<file path="config.mk">
export PLATFORM = sky130hd
export DESIGN_NAME = utf8_to_ucs2_stream_decoder
export DESIGN_NICKNAME = d
export VERILOG_FILES = /design/src/rtl/core/u8u2_pkg.sv /design/src/rtl/core/u8u2_front.sv /design/src/rtl/core/u8u2_queue.sv /design/src/rtl/core/u8u2_back.sv /design/src/rtl/core/utf8_to_ucs2_stream_decoder.sv
export SDC_FILE = /design/constraint.sdc
export NUM_CORES = 1
export LEC_CHECK = 0
export BUFFER_PORTS_ARGS = -buffer_cell sky130_fd_sc_hd__clkbuf_2
export CAP_MARGIN = 15
export CORE_MARGIN = 2
export CORE_UTILIZATION = 62
export DETAILED_ROUTE_END_ITERATION = 10
export MAX_ROUTING_LAYER = met4
export PLACE_DENSITY = 0.91
export SYNTH_ARGS = -nofsm -noshare
export SYNTH_HDL_FRONTEND = slang
export SYNTH_SLANG_ARGS = --single-unit
</file>
<file path="constraint.sdc">
create_clock -name aclk -period 5 [get_ports aclk]
set_input_delay 0.25 -clock aclk [delete_from_list [all_inputs] [get_ports aclk]]
set_output_delay 0.25 -clock aclk [all_outputs]
set_load 0.01 [all_outputs]
</file>
<file path="src/rtl/core/u8u2_pkg.sv">
`timescale 1ns / 1ps
`default_nettype none
// ----------------------------------------------------------------------------
// u8u2_pkg
// Shared types and constants of the UTF-8 to UCS-2 stream decoder.
// ----------------------------------------------------------------------------
package u8u2_pkg;

    // Reset value of the replacement unit: question mark
    localparam logic [15:0] REPL_RESET = 16'h003F;

    // Byte class masks and patterns
    localparam logic [7:0] MASK_2B   = 8'hE0;
    localparam logic [7:0] LEAD_2B   = 8'hC0;
    localparam logic [7:0] MASK_3B   = 8'hF0;
    localparam logic [7:0] LEAD_3B   = 8'hE0;
    localparam logic [7:0] MASK_4B   = 8'hF8;
    localparam logic [7:0] LEAD_4B   = 8'hF0;
    localparam logic [7:0] MASK_5B   = 8'hFC;
    localparam logic [7:0] LEAD_5B   = 8'hF8;
    localparam logic [7:0] MASK_6B   = 8'hFE;
    localparam logic [7:0] LEAD_6B   = 8'hFC;
    localparam logic [7:0] MASK_CONT = 8'hC0;
    localparam logic [7:0] PAT_CONT  = 8'h80;

    // Payload masks of lead bytes
    localparam logic [7:0] PAY_2B = 8'h1F;
    localparam logic [7:0] PAY_3B = 8'h0F;

    // Bytes to skip after a long lead
    localparam logic [2:0] SKIP_4B = 3'd3;
    localparam logic [2:0] SKIP_5B = 3'd4;
    localparam logic [2:0] SKIP_6B = 3'd5;

    // Sequence lengths
    localparam logic [1:0] LEN_2B = 2'd2;
    localparam logic [1:0] LEN_3B = 2'd3;

    // One classified request: errors before, one main unit, errors after
    typedef struct packed {
        logic [1:0]  pre_cnt;
        logic        main_vld;
        logic        main_err;
        logic [15:0] main_unit;
        logic [1:0]  post_cnt;
        logic        last;
    } job_t;

endpackage
`default_nettype wire

</file>
<file path="src/rtl/core/u8u2_front.sv">
`timescale 1ns / 1ps
`default_nettype none
// ----------------------------------------------------------------------------
// u8u2_front
// Accepts bytes, tracks the pending sequence, pushes a job per byte with output.
// ----------------------------------------------------------------------------
module u8u2_front (
    input  wire                 aclk,
    input  wire                 aresetn,
    input  wire                 s_tvalid,
    output logic                s_tready,
    input  wire  [7:0]          s_tdata,    // [7:0] byte_in
    input  wire                 s_tlast,    // last_byte
    input  wire                 q_full,
    output logic                job_push,
    output u8u2_pkg::job_t      job
);

    logic [15:0] partial_reg, partial_next;
    logic [1:0]  held_reg, held_next;
    logic [1:0]  needed_reg, needed_next;
    logic [2:0]  skip_reg, skip_next;

    logic [15:0] acc;
    logic [1:0]  held_inc;
    logic        fresh_en;
    logic        accept;
    logic        job_any;

    assign s_tready = ~q_full;
    assign accept   = s_tvalid & s_tready;

    // Classify the byte against the pending state
    always_comb begin
        partial_next = partial_reg;
        held_next    = held_reg;
        needed_next  = needed_reg;
        skip_next    = skip_reg;
        job          = '0;
        job.last     = s_tlast;
        fresh_en     = 1'b0;
        acc          = {partial_reg[9:0], s_tdata[5:0]};
        held_inc     = held_reg + 2'd1;

        if (skip_reg != 3'd0) begin
            skip_next = skip_reg - 3'd1;
        end else if (held_reg != 2'd0) begin
            if ((s_tdata & u8u2_pkg::MASK_CONT) == u8u2_pkg::PAT_CONT) begin
                if (held_inc >= needed_reg) begin
                    job.main_vld  = 1'b1;
                    job.main_unit = acc;
                    partial_next  = '0;
                    held_next     = '0;
                    needed_next   = '0;
                end else begin
                    partial_next = acc;
                    held_next    = held_inc;
                end
            end else begin
                // Broken sequence: one error per held byte, then redo the byte
                job.pre_cnt  = held_reg;
                partial_next = '0;
                held_next    = '0;
                needed_next  = '0;
                fresh_en     = 1'b1;
            end
        end else begin
            fresh_en = 1'b1;
        end

        // Decode a byte with nothing pending
        if (fresh_en) begin
            if (s_tdata[7] == 1'b0) begin
                job.main_vld  = 1'b1;
                job.main_unit = {8'h00, s_tdata};
            end else if ((s_tdata & u8u2_pkg::MASK_2B) == u8u2_pkg::LEAD_2B) begin
                partial_next = {8'h00, s_tdata & u8u2_pkg::PAY_2B};
                held_next    = 2'd1;
                needed_next  = u8u2_pkg::LEN_2B;
            end else if ((s_tdata & u8u2_pkg::MASK_3B) == u8u2_pkg::LEAD_3B) begin
                partial_next = {8'h00, s_tdata & u8u2_pkg::PAY_3B};
                held_next    = 2'd1;
                needed_next  = u8u2_pkg::LEN_3B;
            end else begin
                job.main_vld = 1'b1;
                job.main_err = 1'b1;
                if ((s_tdata & u8u2_pkg::MASK_4B) == u8u2_pkg::LEAD_4B) begin
                    skip_next = u8u2_pkg::SKIP_4B;
                end else if ((s_tdata & u8u2_pkg::MASK_5B) == u8u2_pkg::LEAD_5B) begin
                    skip_next = u8u2_pkg::SKIP_5B;
                end else if ((s_tdata & u8u2_pkg::MASK_6B) == u8u2_pkg::LEAD_6B) begin
                    skip_next = u8u2_pkg::SKIP_6B;
                end
            end
        end

        // End of string: flush what is held and start clean
        if (s_tlast) begin
            job.post_cnt = held_next;
            partial_next = '0;
            held_next    = '0;
            needed_next  = '0;
            skip_next    = '0;
        end
    end

    assign job_any  = (job.pre_cnt != 2'd0) | job.main_vld | (job.post_cnt != 2'd0) | job.last;
    assign job_push = accept & job_any;

    // Advance the sequence state on each accepted byte
    always_ff @(posedge aclk) begin
        if (!aresetn) begin
            partial_reg <= '0;
            held_reg    <= '0;
            needed_reg  <= '0;
            skip_reg    <= '0;
        end else if (accept) begin
            partial_reg <= partial_next;
            held_reg    <= held_next;
            needed_reg  <= needed_next;
            skip_reg    <= skip_next;
        end
    end

endmodule
`default_nettype wire

</file>
<file path="src/rtl/core/u8u2_queue.sv">
`timescale 1ns / 1ps
`default_nettype none
// ----------------------------------------------------------------------------
// u8u2_queue
// Two-entry job queue between the byte front and the unit back end.
// ----------------------------------------------------------------------------
module u8u2_queue (
    input  wire                 aclk,
    input  wire                 aresetn,
    input  wire                 push,
    input  u8u2_pkg::job_t      push_job,
    output logic                full,
    input  wire                 pop,
    output logic                head_vld,
    output u8u2_pkg::job_t      head_job
);

    u8u2_pkg::job_t entry_reg [2];
    logic           wr_ptr_reg, wr_ptr_next;
    logic           rd_ptr_reg, rd_ptr_next;
    logic [1:0]     count_reg, count_next;

    assign full     = (count_reg == 2'd2);
    assign head_vld = (count_reg != 2'd0);
    assign head_job = entry_reg[rd_ptr_reg];

    // Update pointers and fill level
    always_comb begin
        wr_ptr_next = push ? ~wr_ptr_reg : wr_ptr_reg;
        rd_ptr_next = pop ? ~rd_ptr_reg : rd_ptr_reg;
        count_next  = count_reg;
        if (push && !pop) begin
            count_next = count_reg + 2'd1;
        end else if (pop && !push) begin
            count_next = count_reg - 2'd1;
        end
    end

    always_ff @(posedge aclk) begin
        if (!aresetn) begin
            wr_ptr_reg <= 1'b0;
            rd_ptr_reg <= 1'b0;
            count_reg  <= '0;
        end else begin
            wr_ptr_reg <= wr_ptr_next;
            rd_ptr_reg <= rd_ptr_next;
            count_reg  <= count_next;
        end
    end

    // Store the request
    always_ff @(posedge aclk) begin
        if (push) begin
            entry_reg[wr_ptr_reg] <= push_job;
        end
    end

endmodule
`default_nettype wire

</file>
<file path="src/rtl/core/u8u2_back.sv">
`timescale 1ns / 1ps
`default_nettype none
// ----------------------------------------------------------------------------
// u8u2_back
// Expands each job into its result units and loads them into the output
// register, one per cycle while m_tready does not stall it.
// ----------------------------------------------------------------------------
module u8u2_back (
    input  wire                 aclk,
    input  wire                 aresetn,
    input  wire  [15:0]         repl_unit,
    input  wire                 head_vld,
    input  u8u2_pkg::job_t      head_job,
    output logic                pop,
    output logic                m_tvalid,
    input  wire                 m_tready,
    output logic [15:0]         m_tdata,    // [15:0] code_unit
    output logic [2:0]          m_tuser,    // [0] has_unit, [1] was_error, [2] last_of_run
    output logic                m_tlast     // end_of_string
);

    logic [1:0]  idx_reg, idx_next;
    logic        valid_reg, valid_next;
    logic [15:0] data_reg, data_next;
    logic [2:0]  user_reg, user_next;
    logic        last_reg, last_next;

    logic [1:0]  total;
    logic        marker;
    logic        last_slot;
    logic        is_main;
    logic        good;
    logic        load;

    assign total     = head_job.pre_cnt + {1'b0, head_job.main_vld} + head_job.post_cnt;
    assign marker    = (total == 2'd0);
    assign last_slot = marker | (idx_reg == total - 2'd1);
    assign is_main   = head_job.main_vld & (idx_reg == head_job.pre_cnt);
    assign good      = is_main & ~head_job.main_err;
    assign load      = head_vld & (~valid_reg | m_tready);
    assign pop       = load & last_slot;

    // Build the unit at the current slot
    always_comb begin
        valid_next = valid_reg;
        data_next  = data_reg;
        user_next  = user_reg;
        last_next  = last_reg;
        idx_next   = idx_reg;
        if (load) begin
            valid_next = 1'b1;
            if (marker) begin
                data_next = '0;
            end else if (good) begin
                data_next = head_job.main_unit;
            end else begin
                data_next = repl_unit;
            end
            user_next = {last_slot, ~marker & ~good, ~marker};
            last_next = last_slot & head_job.last;
            idx_next  = last_slot ? 2'd0 : idx_reg + 2'd1;
        end else if (m_tready) begin
            valid_next = 1'b0;
        end
    end

    always_ff @(posedge aclk) begin
        if (!aresetn) begin
            valid_reg <= 1'b0;
            idx_reg   <= '0;
        end else begin
            valid_reg <= valid_next;
            idx_reg   <= idx_next;
        end
    end

    // Hold the result payload
    always_ff @(posedge aclk) begin
        data_reg <= data_next;
        user_reg <= user_next;
        last_reg <= last_next;
    end

    assign m_tvalid = valid_reg;
    assign m_tdata  = data_reg;
    assign m_tuser  = user_reg;
    assign m_tlast  = last_reg;

endmodule
`default_nettype wire

</file>
<file path="src/rtl/core/utf8_to_ucs2_stream_decoder.sv">
// The byte path is registered: an accepted byte's job is written into the job
// queue, and its first unit is loaded from the queue head into the output.
// Throughput: one byte per cycle while no byte gives more than one unit and
// m_tready stays high. The output register sends one unit per cycle while
// m_tready is high; the two-entry job queue absorbs bytes giving more units.
// Reset (aresetn low, synchronous): clears sequence state, queue and output
// valid, and sets the replacement unit to 0x003F.
`timescale 1ns / 1ps
`default_nettype none
// ----------------------------------------------------------------------------
// utf8_to_ucs2_stream_decoder
// Decodes a byte stream of UTF-8 text into 16-bit UCS-2 code units.
// ----------------------------------------------------------------------------
module utf8_to_ucs2_stream_decoder (
    input  wire         aclk,
    input  wire         aresetn,
    input  wire         s_tvalid,
    output logic        s_tready,
    input  wire  [7:0]  s_tdata,    // [7:0] byte_in
    input  wire         s_tlast,    // last_byte
    output logic        m_tvalid,
    input  wire         m_tready,
    output logic [15:0] m_tdata,    // [15:0] code_unit
    output logic [2:0]  m_tuser,    // [0] has_unit, [1] was_error, [2] last_of_run
    output logic        m_tlast,    // end_of_string
    input  wire         cfg_valid,
    output logic        cfg_ready,
    input  wire  [15:0] cfg_data    // [15:0] replacement_unit
);

    logic [15:0]     repl_reg;
    logic            q_full;
    logic            job_push;
    u8u2_pkg::job_t  job;
    logic            pop;
    logic            head_vld;
    u8u2_pkg::job_t  head_job;

    assign cfg_ready = 1'b1;

    // Hold the replacement unit
    always_ff @(posedge aclk) begin
        if (!aresetn) begin
            repl_reg <= u8u2_pkg::REPL_RESET;
        end else if (cfg_valid && cfg_ready) begin
            repl_reg <= cfg_data;
        end
    end

    u8u2_front u_front (
        .aclk     (aclk),
        .aresetn  (aresetn),
        .s_tvalid (s_tvalid),
        .s_tready (s_tready),
        .s_tdata  (s_tdata),
        .s_tlast  (s_tlast),
        .q_full   (q_full),
        .job_push (job_push),
        .job      (job)
    );

    u8u2_queue u_queue (
        .aclk     (aclk),
        .aresetn  (aresetn),
        .push     (job_push),
        .push_job (job),
        .full     (q_full),
        .pop      (pop),
        .head_vld (head_vld),
        .head_job (head_job)
    );

    u8u2_back u_back (
        .aclk      (aclk),
        .aresetn   (aresetn),
        .repl_unit (repl_reg),
        .head_vld  (head_vld),
        .head_job  (head_job),
        .pop       (pop),
        .m_tvalid  (m_tvalid),
        .m_tready  (m_tready),
        .m_tdata   (m_tdata),
        .m_tuser   (m_tuser),
        .m_tlast   (m_tlast)
    );

endmodule
`default_nettype wire

</file>
==> out/metrics.csv <==
stage,metric,value,unit
outcome,status,completed,
global_routing,grt_pass1_vias,3028,
worst_setup_path,r2r_cells,11,
min_path,min_from,cfg_data[3],
yosys,synth_edf_count,66,
yosys,synthFlopType,edfxtp_1,
clock_tree,cts_tree,done,
yosys,synth_compound_area_share,11.4,%
clock_tree,cts_buffers,9,
yosys,ys_ff_latch,107,
min_path,whs_endpoint,repl_reg[3],
power_and_ir_drop,switching_share,32.3,%
yosys,yosys.area_share.simple,12.6,%
worst_setup_path,critPathArrivalTime,3960,ps
global_routing,overflow,0,
floorplanning,core.rowCount,31,
global_routing,grt_usage,22.6,%
cells_and_area,drive_above_1_share,21.0,%
power_and_ir_drop,p_seq_share,50.9,%
floorplanning,dieHeight,90.5,microns
timing,max_freq,0.274,GHz
yosys,synth_area_leader_cell,edfxtp_1,
worst_setup_path,critPathLaunchType,flip-flop,
clock_tree,post_cts_buffers,0,
power_and_ir_drop,ir_worst_vdd,0.253,mV
route,drc_errors,0,
route,vias,3048,
yosys,synth_top_cell_area_share,42.7,%
cells_and_area,fill_cells,494,
clock_tree,cts_root_buf,clkbuf_8,
cells_and_area,synthToLayoutAreaGrowth,11.3,%
route,wl_met3,472,microns
placement,place_area,4960,sq um
cells_and_area,final_cell_mix,"66 x edfxtp_1, 51 x clkbuf_2, 41 x nor2_1, 41 x dfxtp_1, 37 x mux2i_1",
yosys,ys_seq_area_share,60.4,%
global_routing,grt_max_degree,34,
timing,finalHoldViolations,0,
worst_setup_path,regToRegSetupSlack,1350,ps
worst_setup_path,cp_cell_sequence,"buf_4, mux2i_1, fa_1, ha_1, xor2_1, a21oi_1, inv_1, nand2_1, ha_1, or3_1, a21oi_1",
power_and_ir_drop,power.share.combinational,27.5,%
route,ant_nets,0,
worst_setup_path,cp-end-kind,flip-flop,
yosys,syn-num-nets,413,
timing,rsz0062_at_grt,no,
route,vias_per_cell,5.78,
cells_and_area,fin_area,5160,sq um
route,wl_met1,3660,microns
clock_tree,cts_hold_buf,0,
worst_setup_path,cp_top_family,adder cells,
floorplanning,die_area,8190,sq um
placement,dp_slack,1370,ps
clock_tree,clock-sinks,107,
worst_setup_path,critical-path-max-stage-delay,680,ps
clock_tree,worstSkewPairLatency,370,ps
clock_tree,cts-htree-levels,3,
cells_and_area,layout_commonest_cell,edfxtp_1,
worst_setup_path,r2r_end,u_queue.count_reg[1],
worst_setup_path,cp_num_buf_inv,2,
yosys,syn-instance-count,375,
yosys,syn_area,4640,sq um
power_and_ir_drop,p_per_area,466,nW/um^2
timing,fin_skew,17.5,ps
floorplanning,io_pins,53,
global_routing,grt_pass1_wl,14200,microns
power_and_ir_drop,intPower,1.63,mW
yosys,synth_cell_types,55,
yosys,syn_avg_cell_area,12.4,sq um
power_and_ir_drop,switchingPower,0.776,mW
worst_setup_path,worstPathRequired,5310,ps
timing,finalSetupViolations,0,
timing,fin_ws,1350,ps
floorplanning,die_x,90.5,microns
route,wl_per_cell,16.1,microns
worst_setup_path,crit_type,flip-flop to flip-flop,
cells_and_area,largest_register_ffs,46,
yosys,synth_area_leaders,"edfxtp_1 43%, dfxtp_1 18%, mux2i_1 8.0%, nor2_1 3.4%, a211oi_1 2.4%",
clock_tree,cts_buffer_depth,2,
timing,fin_crit,3650,ps
min_path,hp-class,input port to flip-flop,
placement,place_hpwl,6060,microns
timing,period_share,72.9,%
route,drt-initial-drc-count,207,
floorplanning,start_util,64.0,%
floorplanning,core-area,7250,sq um
global_routing,grt_antenna_before_repair,0,
cells_and_area,nets,461,
timing,finalMaxSlewViolations,0,
run,cap_violations,0,
clock_tree,cts.repair.resized,0,
timing,maxSlewHeadroom,26.2,%
power_and_ir_drop,p_leak,1.94,nW
timing,finalSetupTns,0,ps
cells_and_area,num_antenna_cells,0,
timing,worst_pin_slew,1100,ps
min_path,min_path_cells,3,
yosys,synthMuxAreaShare,8.47,%
cells_and_area,final_core_util,71.2,%
worst_setup_path,cp_slowest_cell,dfxtp_1,
route,dr.pass1.iters,4,
route,wl_met2,4150,microns
yosys,async_flop_share,0,%
yosys,synth-xor-area-share,1.89,%
power_and_ir_drop,power_frac_clock,21.6,%
yosys,yosysWarnings,0,
placement,port_buffers,51,
clock_tree,clkTransAtPathRegs,100,ps
placement,place.gp.congestion,0.908,
yosys,synth_top_family_by_area,simple AND/OR/NAND/NOR gates,
route,dr.max_layer_used,met4,
yosys,synth_fa_ha_area_share,2.32,%
worst_setup_path,crit_path_max_fanout,16,
route,routed_wl,8470,microns
==> power by group through the flow <==
stage	Combinational [mW]	Clock, mW	Sequential (mW)
after CTS	0.663	0.524	1.22
after detailed placement	0.655	0	1.24
after global placement	0.628	0	1.24
after global routing	0.730	0.561	1.24
after floorplan	0.424	0	1.28
final	0.662	0.520	1.22
==> how the worst max path moves through the flow <==
stage	end	slack [ps]	depth (start not counted)
3_3_place_gp	u_queue.count_reg[1]	1520	11
6_report	u_queue.count_reg[1]	1350	11
4_1_cts	u_queue.count_reg[1]	1350	11
3_5_place_dp	u_queue.count_reg[1]	1370	11
2_1_floorplan	u_queue.count_reg[1]	1700	12
5_1_grt	u_queue.count_reg[1]	1130	11
==> routing by layer <==
metal,GRT usage (%),vias to the layer above
met5,-,-
met4,9.23,0
met3,5.18,18
met2,36.3,114
met1,27.7,1450
li1,-,1466
==> per-stage QoR <==
stage	cells	hold WS, ps	total power [mW]
2_1_floorplan	375	349	1.70
3_3_place_gp	511	453	1.87
3_5_place_dp	511	460	1.90
4_1_cts	527	96.7	2.41
5_1_grt	527	113	2.53
6_report	527	95.1	2.40
==> worst reg2reg max path, delay by kind of cell, from the launching register on <==
| family | cells | cell delay (ps) |
|---|---|---|
| DFF | 1 | 680 |
| buffers and inverters | 2 | 490 |
| AOI/OAI and AO/OA | 2 | 390 |
| adders and majority gates | 3 | 1100 |
| muxes | 1 | 290 |
| xor gates and xnor gates | 1 | 150 |
| and+or+nand+nor | 2 | 490 |
==> kinds of logic (layout without fill, tap and decap cells) <==
kind of cell | after synthesis | count (layout)
buffers and inverters | 29 | 82
other | 1 | 1
multiplexers | 38 | 38
AO/OA/AOI/OAI | 72 | 72
XOR/XNOR | 10 | 10
adder cells (fa/ha/maj) | 8 | 8
flip-flops | 107 | 107
AND/OR/NAND/NOR | 110 | 110
==> synthesized netlist by cell type, types with 2 or more instances <==
master and count:
a31oi_1 2, ha_1 7, nor3_1 5, buf_1 4, o21ai_0 9, inv_1 12, a21oi_2 2, nand4b_1 2
and2_1 17, buf_2 4, a211oi_2 4, or3_1 4, and3_1 3, xnor2_1 5, mux2i_1 37, nand2b_1 6
a211oi_1 15, a21oi_1 15, edfxtp_1 66, nand2_1 15, dfxtp_1 41, nor2b_1 3, o21a_1 2, buf_4 3
a22oi_1 2, nor2_1 42, xor2_1 5, a311oi_1 2, nor3_2 2, a22o_1 10, clkbuf_1 5
==> final cells by class <==
cell class / count / area, sq um / area share [%]
clock buffers: 10 / 149 / 2.88
clock inverters: 6 / 55.1 / 1.07
inverters: 12 / 45.0 / 0.873
multi-input cells: 239 / 1710 / 33.1
flip-flops and latches: 107 / 2800 / 54.3
well taps: 99 / 124 / 2.40
repair buffers: 54 / 278 / 5.38
Note: power is estimated with default switching activity, not from simulation.
